**src/hdl/rrt_map_ram.sv**
```systemverilog
// ----------------------------------------------------------------------------
// rrt_map_ram: rename map storage
// Single write port and two read ports, each read registered, so that data
// appears in the cycle after the read is enabled and then holds.
// ----------------------------------------------------------------------------
module rrt_map_ram #(
  parameter int DEPTH = 256,
  parameter int WIDTH = 16
) (
  input  logic                     clk,
  input  logic                     we,
  input  logic [$clog2(DEPTH)-1:0] waddr,
  input  logic [WIDTH-1:0]         wdata,
  input  logic                     re,
  input  logic [$clog2(DEPTH)-1:0] raddr_a,
  output logic [WIDTH-1:0]         rdata_a,
  input  logic [$clog2(DEPTH)-1:0] raddr_b,
  output logic [WIDTH-1:0]         rdata_b
);

  logic [WIDTH-1:0] mem [DEPTH];

  always_ff @(posedge clk) begin
    if (we) begin
      mem[waddr] <= wdata;
    end
  end

  always_ff @(posedge clk) begin
    if (re) begin
      rdata_a <= mem[raddr_a];
      rdata_b <= mem[raddr_b];
    end
  end

endmodule

```
**config.mk**
```make
export PLATFORM = sky130hd
export DESIGN_NAME = rrt_map_ram
export DESIGN_NICKNAME = d
export VERILOG_FILES = /design/src/hdl/rrt_map_ram.sv
export SDC_FILE = /design/constraint.sdc
export NUM_CORES = 2
export LEC_CHECK = 0
export BUFFER_PORTS_ARGS = -buffer_cell sky130_fd_sc_hd__buf_2
export CAP_MARGIN = 20
export CORE_MARGIN = 4
export CORE_UTILIZATION = 60
export DETAILED_ROUTE_END_ITERATION = 12
export PLACE_DENSITY = 0.76
export SETUP_SLACK_MARGIN = 0.4
export SLEW_MARGIN = 20
export SYNTH_ARGS = -nofsm -noshare
export SYNTH_HDL_FRONTEND = slang
export SYNTH_SLANG_ARGS = --single-unit
```
**constraint.sdc**
```tcl
create_clock -name clk -period 3.4 [get_ports clk]
set_input_delay 0.34 -clock clk [delete_from_list [all_inputs] [get_ports clk]]
set_output_delay 0.34 -clock clk [all_outputs]
set_load 0.05 [all_outputs]
```
* Word-level counts from Yosys, hierarchy flattened
Memories as Yosys holds them, arrays and structs flattened. A register that Yosys moved wholly into a read port is not among the register bits.
Cells that the tools add are included.
** Storage, ports and cells
- Bits in registers :: 0
- RAM bits :: 4096
- Input port bits :: 43
- Output and inout bits :: 32
- Word-level logic and storage cells :: 3
- Memories kept :: 1
** Operators by class
- Multiplexer cells :: 2
** Memory list
- mem :: words 256, bits a word 16, rd ports 2, clocked after memory_dff 2, wr ports 1, RTL line 21 : logic [WIDTH-1:0] mem [DEPTH];
** Operators with widths (number)
- 2-to-1 mux 1 bit :: 2

* Longest topological paths before layout
- Depth after elaboration :: 2
- Gate-level depth with buffers :: 13
- Gate-level depth less buffers :: 7

* Worst setup path before layout
No wires, ideal clock.
- Path type :: input -> register
- Start point :: input raddr_b[0]
- End point :: register rdata_b[10], read port of mem (data pin)
- Setup time :: 0.267 ns
- Arrival :: 2.478 ns
- Required time :: 3.133 ns
- Path slack :: 0.655 ns
- Stages on the path :: 8
- Path buffers :: 2
- Path through :: buf_4 -> buf_1 -> mux4_2 -> mux4_2 -> a22oi_1 -> nand2_1 -> o31ai_1 -> nor3_1
** RTL lines
- start: declaration :: RTL line 17 : input logic [$clog2(DEPTH)-1:0] raddr_b,
- end: declaration :: RTL line 18 : output logic [WIDTH-1:0] rdata_b

==> out/metrics.yaml <==
sta:
  timing.final.setup_violations: 0
  grt_setup_unrepaired: "true"
  finalClockSkew_ps: 62.5
  maxSlewViolCount: 0
  post-route-min-period_ps: 3130
  whs_ps: 25.6
  finalHoldViolations: 0
  layout_setup_ws_ps: 266
  tightestPinTransition_ps: 1360
  ratio_of_final_minimum_period_to_clock_period: 0.922
  tns_ps: 0
  fmax_mhz: 319
  slew_margin_rel: 0.0672
placement:
  port-buffer-count: 74
  placedInstanceArea_sq_um: 208000
  dp_cells: 15100
  place_hpwl_um: 439000
  final_weighted_congestion_in_routability_driven_placement: 1.03
  placement.setup.worst_slack_ps: -787
setup_path:
  setup.worst_path.class: "primary input to flip-flop"
  crit_path_launch_type: "primary input"
  rr_worst_depth: 6
  reg2reg_to: "rdata_b[2]$_DFFE_PP_"
  cp_max_fo: 22
  cp-startpoint: "raddr_a[0]"
  minimum_setup_slack_among_reg_to_reg_paths_ps: 340
  worst_setup_path_endpoint: "rdata_a[12]$_DFFE_PP_"
  worstPathRequired_ps: 4230
  timing.rr.start: "mem[187][2]$_DFFE_PP_"
  crit_path_end_kind: "flip-flop"
  critical_path_arrival_ps: 3960
detailed_routing:
  route.final.wire_length_um: 670000
  drt-wirelength-per-cell_um: 42.2
  route.vias.total: 123000
  detail_route.drc_violations: 0
  ant_nets: 0
  detail_route.vias_per_cell: 7.74
  drt_first_pass_iters: 8
  first_iter_violations: 23000
run_status:
  status: "completed"
power:
  fin_total_pwr_mw: 112
  power-per-cell-area_nw_per_um2: 508
  power_leakage_nw: 73.2
  peakVddDrop_uv: 479
synth:
  yosys-top-cells-count: "4128 x sky130_fd_sc_hd__edfxtp_1, 1688 x sky130_fd_sc_hd__mux4_2, 1021 x sky130_fd_sc_hd__mux2i_1"
  postSynthNetCount: 10200
  synth.yosys.warnings: 0
  synthMostInstantiatedCell: "sky130_fd_sc_hd__edfxtp_1"
  synth_async_sr_flop_share: 0
  synthFlopType: "sky130_fd_sc_hd__edfxtp_1"
  synth_largest_area_cell: "sky130_fd_sc_hd__edfxtp_1"
  seq_area_frac_synth: 0.646
  syn_avg_cell_area_sq_um: 18.9
  mappedNetlistArea_sq_um: 192000
  synth_largest_type_area_fraction: 0.646
  netlist-cell-type-count: 58
  synth_area_leaders: "sky130_fd_sc_hd__edfxtp_1 65%, sky130_fd_sc_hd__mux4_2 20%, sky130_fd_sc_hd__mux2i_1 5.3%, sky130_fd_sc_hd__o221ai_1 1.9%, sky130_fd_sc_hd__o22ai_1 0.92%"
  synth-edff-count: 4128
  post_synth_inst_count: 10100
  ys_ff_latch: 4128
grt:
  grt_start_max_net_pins: 135
  global_route.overflow_total: 0
  vias_in_the_first_global_route: 121000
  initial_antenna_violation_count: 80
  track_usage: 0.403
  grt_first_pass_wirelength_um: 932000
cts:
  cts.sinks: 4128
  cts_root_buffer: "sky130_fd_sc_hd__clkbuf_16"
  buffers_from_clock_root_to_sink_at_most: 4
  cts.reportedPaths.clkPinSlew_ps: 60
  cts_htree_levels: 5
  tritoncts: "done"
  worst_skew_pair.late_latency_ps: 1010
  cts_inserted_buffers: 417
die:
  rows: 207
  die_width_um: 574
  die_area_sq_um: 329000
  io_pins: 75
  floorplan.initialDensity: 0.603
  core_region_area_sq_um: 318000
  die_height_um: 574
worst_hold_path:
  min-delay-path-class: "primary input to flip-flop"
final_layout:
  final_util: 0.696
  fin_cells: 15900
  post_route_cells_drive_above_1_share: 0.357
  post_layout_inst_area_sq_um: 221000
  final_nets: 11400
  area_delta_synth_final_pct: 15.4
flow_run:
  drv_cap: 0
## what timing repair did
| item | 4_1_cts | 5_1_grt |
|---|---|---|
| setup endpoints to repair | 12 | 15 |
| setup buffers | 0 | 4 |
| pin swaps | 2 | 5 |
| cloned | 0 | 1 |
| hold buffers | 12 | 0 |
| resized for setup | 16 | 24 |
| endpoints found under the hold margin | 529 | 0 |
## cells in the final DEF, fill, tap and decap left out, drive strengths merged, types with 39 or more instances in the layout
cell type / instances
o22ai: 284
clkbuf: 497
nor3: 185
diode: 44
nor2: 355
edfxtp: 4128
o211ai: 59
o221ai: 418
nand2: 257
mux4: 1688
mux2i: 1021
nor4: 39
nand3: 83
a22o: 55
a2111oi: 39
buf: 1594
a22oi: 119
clkinv: 213
a21oi: 210
o21ai: 74
a221oi: 48
## worst max-delay path, stage by stage
cell                       delay [ps]
sky130_fd_sc_hd__buf_12           280
sky130_fd_sc_hd__buf_16           260
sky130_fd_sc_hd__buf_12           270
sky130_fd_sc_hd__buf_4            260
sky130_fd_sc_hd__mux2i_1          100
sky130_fd_sc_hd__o22ai_1          230
sky130_fd_sc_hd__o22ai_1          270
sky130_fd_sc_hd__nor4_2           450
sky130_fd_sc_hd__nand4_1          550
sky130_fd_sc_hd__buf_4            330
sky130_fd_sc_hd__a211o_1          300
sky130_fd_sc_hd__a211oi_2         150
## metal layers
layer,wire length (um),share of wire,up-vias,GRT usage
met3,114000,0.17,2123,0.151
li1,-,-,46400,-
met5,363,0.00054,-,0
met1,216000,0.32,62800,0.535
met2,294000,0.44,11500,0.583
met4,46300,0.069,56,0.220
## state kept, by name (all words and copies together) (netlist names)
register and cells:
rdata_a 16, mem 4096, rdata_b 16
## how the worst min path moves through the flow
| stage | startpoint | end | depth (start not counted) |
|---|---|---|---|
| global placement | wdata[13] | mem[236][13]$_DFFE_PP_ | 1 |
| global route | wdata[3] | mem[91][3]$_DFFE_PP_ | 1 |
| floorplan | wdata[0] | mem[0][0]$_DFFE_PP_ | 0 |
| detailed placement | wdata[13] | mem[238][13]$_DFFE_PP_ | 1 |
| finish | wdata[3] | mem[91][3]$_DFFE_PP_ | 1 |
| CTS | wdata[3] | mem[91][3]$_DFFE_PP_ | 1 |
## area by class of cell
cell class              count  area, sq um
multi-input cells        5151        64100
diodes                     44          110
clock buffers             488        10900
inverters                   6         41.3
flip-flops and latches   4128       124000
fillers                 19200        96800
well taps                4180         5230
clock inverters           279         2310
repair buffers           1618        14800
## logic make-up (layout without fill, tap and decap cells)
| group | Yosys count | in the layout | share of synthesized area |
|---|---|---|---|
| buf+inv | 856 | 2391 | 0.0246 |
| compound gates | 1414 | 1414 | 0.0539 |
| simple gates | 1028 | 1028 | 0.0242 |
| other cells | 0 | 44 | 0 |
| flops | 4128 | 4128 | 0.646 |
| mux | 2709 | 2709 | 0.251 |
## report_power, final
group	switching (mW)	internal (mW)	total, mW
clock	20.0	25.3	45.3
sequential	0.154	56.2	56.3
combinational	6.65	4.14	10.8
total	26.8	85.6	112
Note: power is estimated with default switching activity, not from simulation.
