**config.mk**
```make
export PLATFORM = sky130hd
export DESIGN_NAME = rrt_name_alloc
export DESIGN_NICKNAME = d
export VERILOG_FILES = /design/src/hdl/rrt_pkg.sv /design/src/hdl/rrt_name_alloc.sv
export SDC_FILE = /design/constraint.sdc
export NUM_CORES = 1
export LEC_CHECK = 0
export BUFFER_PORTS_ARGS = -buffer_cell sky130_fd_sc_hd__buf_2
export CORE_ASPECT_RATIO = 1.4
export CORE_UTILIZATION = 36
export DETAILED_ROUTE_END_ITERATION = 10
export MAX_ROUTING_LAYER = met4
export REMOVE_ABC_BUFFERS = 1
export SYNTH_ARGS = -nofsm -noshare
export SYNTH_HDL_FRONTEND = slang
export SYNTH_SLANG_ARGS = --single-unit
```
**constraint.sdc**
```tcl
create_clock -name vclk -period 3.07
set_input_delay 0.307 -clock vclk [all_inputs]
set_output_delay 0.307 -clock vclk [all_outputs]
set_load 0.01 [all_outputs]
```
**src/hdl/rrt_pkg.sv**
```systemverilog
// ----------------------------------------------------------------------------
// rrt_pkg: shared definitions for the register rename table
// Sizes of the rename map and of virtual names, instruction class codes and
// the allocation bundle passed from the name allocator to the control.
// ----------------------------------------------------------------------------
package rrt_pkg;

  // Number of architectural registers. It must be a power of two, so that a
  // register number is reduced to a map index by dropping its upper bits.
  localparam int SOURCE_REGS = 256;
  localparam int IDX_W       = $clog2(SOURCE_REGS);

  // Width of a virtual name as held in the map and the name counter.
  localparam int NAME_WIDTH  = 16;

  // Fixed widths of the ports.
  localparam int REG_W       = 8;
  localparam int MODE_W      = 3;
  localparam int VREG_W      = 16;

  localparam logic [NAME_WIDTH-1:0] NAME_TOP = '1;

  // Instruction classes. Any other code behaves as MODE_OTHER.
  localparam logic [MODE_W-1:0] MODE_LOAD  = 3'd0;
  localparam logic [MODE_W-1:0] MODE_STORE = 3'd1;
  localparam logic [MODE_W-1:0] MODE_LOADI = 3'd2;
  localparam logic [MODE_W-1:0] MODE_ALU   = 3'd3;
  localparam logic [MODE_W-1:0] MODE_OTHER = 3'd4;

  typedef logic [IDX_W-1:0]      idx_t;
  typedef logic [NAME_WIDTH-1:0] name_t;

  // Up to three names handed out in one instruction, the counter value that
  // follows them and whether the top name was handed out.
  typedef struct packed {
    name_t [2:0] names;
    name_t       next;
    logic        over;
  } alloc_t;

endpackage

```
**src/hdl/rrt_name_alloc.sv**
```systemverilog
// ----------------------------------------------------------------------------
// rrt_name_alloc: saturating virtual name allocator
// Given the counter value and the number of names one instruction takes,
// gives every name in order, the following counter value and whether the top
// name was handed out.
// ----------------------------------------------------------------------------
module rrt_name_alloc (
  input  rrt_pkg::name_t base,
  input  logic [1:0]     count,
  output rrt_pkg::alloc_t alloc
);

  localparam int SUM_W = rrt_pkg::NAME_WIDTH + 2;

  logic [SUM_W-1:0] sum [4];
  rrt_pkg::name_t   sat [4];

  always_comb begin
    for (int j = 0; j < 4; j++) begin
      sum[j] = {2'b00, base} + SUM_W'(j);
      sat[j] = (sum[j] > {2'b00, rrt_pkg::NAME_TOP}) ? rrt_pkg::NAME_TOP
                                                     : sum[j][rrt_pkg::NAME_WIDTH-1:0];
    end
  end

  always_comb begin
    alloc.names[0] = sat[0];
    alloc.names[1] = sat[1];
    alloc.names[2] = sat[2];
    alloc.next     = sat[count];
    // The last name taken was the top one exactly when base + count passes it.
    alloc.over     = (count != 2'd0) && (sum[count] > {2'b00, rrt_pkg::NAME_TOP});
  end

endmodule

```
## Word level (Yosys, flattened, before mapping)

Cells that the tools add are included.

| word-level totals | value |
|---|---|
| flip-flop bits (word level) | 0 |
| bits in writable memories | 0 |
| logic and storage cells | 22 |
| bits in latches | 0 |
| bits in read-only memories | 0 |
| memories | 0 |
| output and inout bits | 65 |

| cells by class | value |
|---|---|
| shifts and indexed selects | 0 |
| eq/ne operators | 0 |
| divide/modulo/power cells | 0 |
| bitwise gates (word level) | 1 |
| reduce and logical (&&, ||, !) cells | 2 |
| multiplexer cells | 10 |
| $add $sub $neg | 3 |
| multipliers | 0 |
| magnitude comparators | 6 |

Operator list:

| kind | number |
|---|---|
| $mux W16 | 6 |
| $gt A17 B16 Y1 const B | 3 |
| $bmux W18 S2 | 1 |
| $mux W18 | 2 |
| $add A16 B2 Y17 const B | 2 |
| $bmux W16 S2 | 1 |
| $gt A18 B16 Y1 const B | 1 |
| $add A16 B1 Y17 const B | 1 |
| $gt A16 B16 Y1 const B | 1 |
| $ge A3 B3 Y1 const B | 1 |
| $not A2 Y3 | 1 |
| $reduce_bool A2 Y1 | 1 |
| $logic_and A1 B1 Y1 | 1 |

## Longest topological paths before layout

| depth | value |
|---|---|
| depth in word-level cells | 6 |
| depth in mapped cells | 11 |
| depth with buffers taken out | 9 |

## Worst setup path after synthesis

No wires, ideal clock.

| timing path | value |
|---|---|
| kind | input to output |
| start | input port base[0] |
| end | output port alloc[9] in the netlist's numbering |
| required time | 2.763 ns |
| data arrival time | 2.487 ns |
| stages on the path | 10 |
| buffers on the path | 1 |
| setup slack | 0.276 ns |
| cell sequence | buf_2 > inv_1 > ha_1 > or3b_1 > nor4_1 > o2111a_1 > o2111ai_1 > a311oi_1 > o22ai_1 > o32ai_1 |

RTL lines:

| what | line | text |
|---|---|---|
| start: declaration | rrt_name_alloc.sv:8 | `input rrt_pkg::name_t base,` |
| end: declaration | rrt_name_alloc.sv:10 | `output rrt_pkg::alloc_t alloc` |

==> reports/qor.txt <==
====================================================================================
Outcome ............................................................... complete, no violations
Cell internal pwr .....................................................     147.5 uW
Seq Cell Count ........................................................            0
Classification of the worst setup path ................................       in2out
Worst stage delay on the critical path ................................      0.32 ns
HPWL after detailed placement .........................................      7222 um
Number of antenna diodes ..............................................            0
DRC ...................................................................            0
Area leader, netlist ..................................................      nand2_1
Cell row count ........................................................           34
Pin count of the biggest net entering global routing ..................           30
Combinational share of power ..........................................        1.000
Crit path required time ...............................................      2.76 ns
Post-Place Cells ......................................................          527
Number of distinct library cells after synthesis ......................           69
Total routing usage reported by global routing ........................       0.2737
Chip height ...........................................................     96.70 um
Number of max-capacitance violations reported .........................            0
Detailed-route via count ..............................................        3,180
CP endpoint kind ......................................................  output port
Worst path most repeated cell .........................................        buf_2
Power spent charging and discharging nets .............................     222.3 uW
Most frequent cells after synthesis ................................... 52 x nand2_1, 35 x nor2_1, 20 x o21ai_0, 18 x buf_4, 18 x clkbuf_1
Critical path, cell by cell ........................................... buf_2, inv_1, ha_1, nand4b_1, a211o_1, a2111oi_4, and4b_1, nor2_2, and4_1, o32ai_1, buf_2
Worst min-delay path endpoint .........................................    alloc[17]
Width of the die ......................................................     69.64 um
Post-Layout Cell Count ................................................          528
First-pass GRT wire length ............................................    14,970 um
Power Total ...........................................................     369.8 uW
Vias per Instance .....................................................        6.023
Largest vdd supply drop ............................................... 0.00006381 V
Sum of overflow across all layers after global routing ................            0
Final critical path time including I/O delays and setup ...............     2.983 ns
Highest Clock Rate ....................................................   0.3352 GHz
Actual transition at the worst max-transition pin .....................    0.5364 ns
Weighted congestion at the end of routability-driven global placement .       0.9742
Share of final-layout standard cells stronger than drive strength 1 ...       0.3772
Layout overhead on the synthesized area ...............................       31.63%
Hold_buf cts ..........................................................            0
Vias in the first global route ........................................        2,878
Routed length per placed instance .....................................     17.55 um
Initial core utilization ..............................................       0.3713
Final Slew Violations .................................................            0
Number of nets with antenna violations after detailed routing .........            0
Warnings, synthesis ...................................................            0
Maximum fanout count along the critical path ..........................            7
Flop pwr share ........................................................            0
Total buffers and inverters traversed by the critical path ............            3
Cell with the most instances after synthesis ..........................      nand2_1
Share of the clock period used by the worst path ......................       0.9716
Share of synthesized area occupied by flip-flops and latches ..........            0
NumNets Final .........................................................          483
Io pins ...............................................................           83
PortBufs ..............................................................           83
Top cells by area, synth .............................................. nand2_1 8.5%, buf_4 5.9%, nor2_1 5.7%
Cell Pwr Density ...................................................... 121.8 nW/um2
Routed WL .............................................................      9264 um
Area of the mapped netlist ............................................     2306 um2
Beginning of the worst hold path ......................................      base[0]
Cells after synthesis .................................................          370
Critical path's slowest cell ..........................................         ha_1
Share of total power in the clock network .............................            0
Type of the tightest min-delay check ..................................       in2out
Rel. slew slack .......................................................       0.6420
Area share of the leading cell type in the synthesized netlist ........      0.08464
Kind of cell adding the most delay to the critical path ............... compound AO/OA/AOI/OAI gates
Switching share of total power ........................................       0.6012
Setup repair after global routing missed its margin ...................          yes
Violation count after the first detailed-route iteration ..............          271
Antenna violations before repair ......................................            0
Leakage power of the design ...........................................     1.300 nW
Total Die Area ........................................................     6734 um2
Sequential cell area ..................................................        0 um2
Clock buf count .......................................................            0
Number of stages on the worst hold path ...............................            2
Mapped Avg Cell Area ..................................................    6.232 um2
Core ar. ..............................................................     6211 um2
Final Hold Fails ......................................................            0
Number of optimization iterations in the first detailed-route pass ....            5
CP startpoint .........................................................      base[1]
Number of setup violations in the final report ........................            0
CP arrival ............................................................      2.68 ns
Kind of start point of the critical path .............................. primary input
====================================================================================
-- layout by cell type (no fill, tap or decap), drive strengths merged, types with 7 or more instances in the layout --
cell   instances
a21oi         17
buf          137
ha             7
inv            7
nand2         52
nand3         16
nand4          8
nor2          36
nor3          15
o21ai         25
xnor2         14
xor2          12
-- power groups by stage --
stage          clock [mW]  sequential, mW  combinational [mW]
2_1_floorplan           0               0               0.164
3_3_place_gp            0               0               0.354
3_5_place_dp            0               0               0.356
4_1_cts                 0               0               0.358
5_1_grt                 0               0               0.402
6_report                0               0               0.370
-- worst max-delay path by stage --
| stage | to | slack (ns) | cells after the start |
|---|---|---|---|
| 2_1_floorplan | alloc[9] | 0.15 | 8 |
| 3_3_place_gp | alloc[8] | -0.04 | 12 |
| 3_5_place_dp | alloc[8] | -0.03 | 11 |
| 4_1_cts | alloc[9] | 0.03 | 11 |
| 5_1_grt | alloc[12] | -0.008 | 13 |
| 6_report | alloc[9] | 0.09 | 11 |
-- per-stage QoR --
| stage | setup slack (ns) | utilization | hold slack, ns | TNS, ns | area (um2) |
|---|---|---|---|---|---|
| 3_5_place_dp | -0.03319 | 0.4692 | 0.8670 | -0.07044 | 2914 |
| 4_1_cts | 0.02880 | 0.4724 | 0.8697 | 0 | 2934 |
| 6_report | 0.08708 | 0.4887 | 0.8715 | 0 | 3035 |
| 2_1_floorplan | 0.1470 | - | 0.6140 | 0 | 2011 |
| 5_1_grt | -0.008169 | 0.4887 | 0.8925 | -0.01241 | 3035 |
| 3_3_place_gp | -0.03661 | 0.4692 | 0.8591 | -0.05916 | 2914 |
-- cell type report --
cell class | count | area [um2]
fillers | 659 | 3176
multi-input cells | 312 | 2083
repair buffers | 137 | 835.8
well taps | 72 | 90.09
inverters | 7 | 26.28
-- layer usage --
metal	up-vias	global-route usage	wire, um
li1	1512	-	-
met1	1485	0.3479	3893
met2	162	0.4690	4496
met3	21	0.01667	555
met4	0	0.07077	319
met5	-	-	0
-- timing repair --
action                                  CTS  global route
endpoints found under the setup margin    5            21
pin swaps                                 2             4
resized for setup                         4            19
buffers inserted                          1             0
-- cells by family (layout without fill, tap and decap cells) --
family / count (synthesis) / after routing / share of synthesized area
AND/OR/NAND/NOR: 177 / 177 / 0.4173
AO/OA/AOI/OAI: 98 / 98 / 0.2887
XOR/XNOR: 26 / 26 / 0.09875
buffers and inverters: 58 / 144 / 0.1394
multiplexers: 4 / 4 / 0.01791
adder cells (fa/ha/maj): 7 / 7 / 0.03798
(Power assumes the default switching activity.)
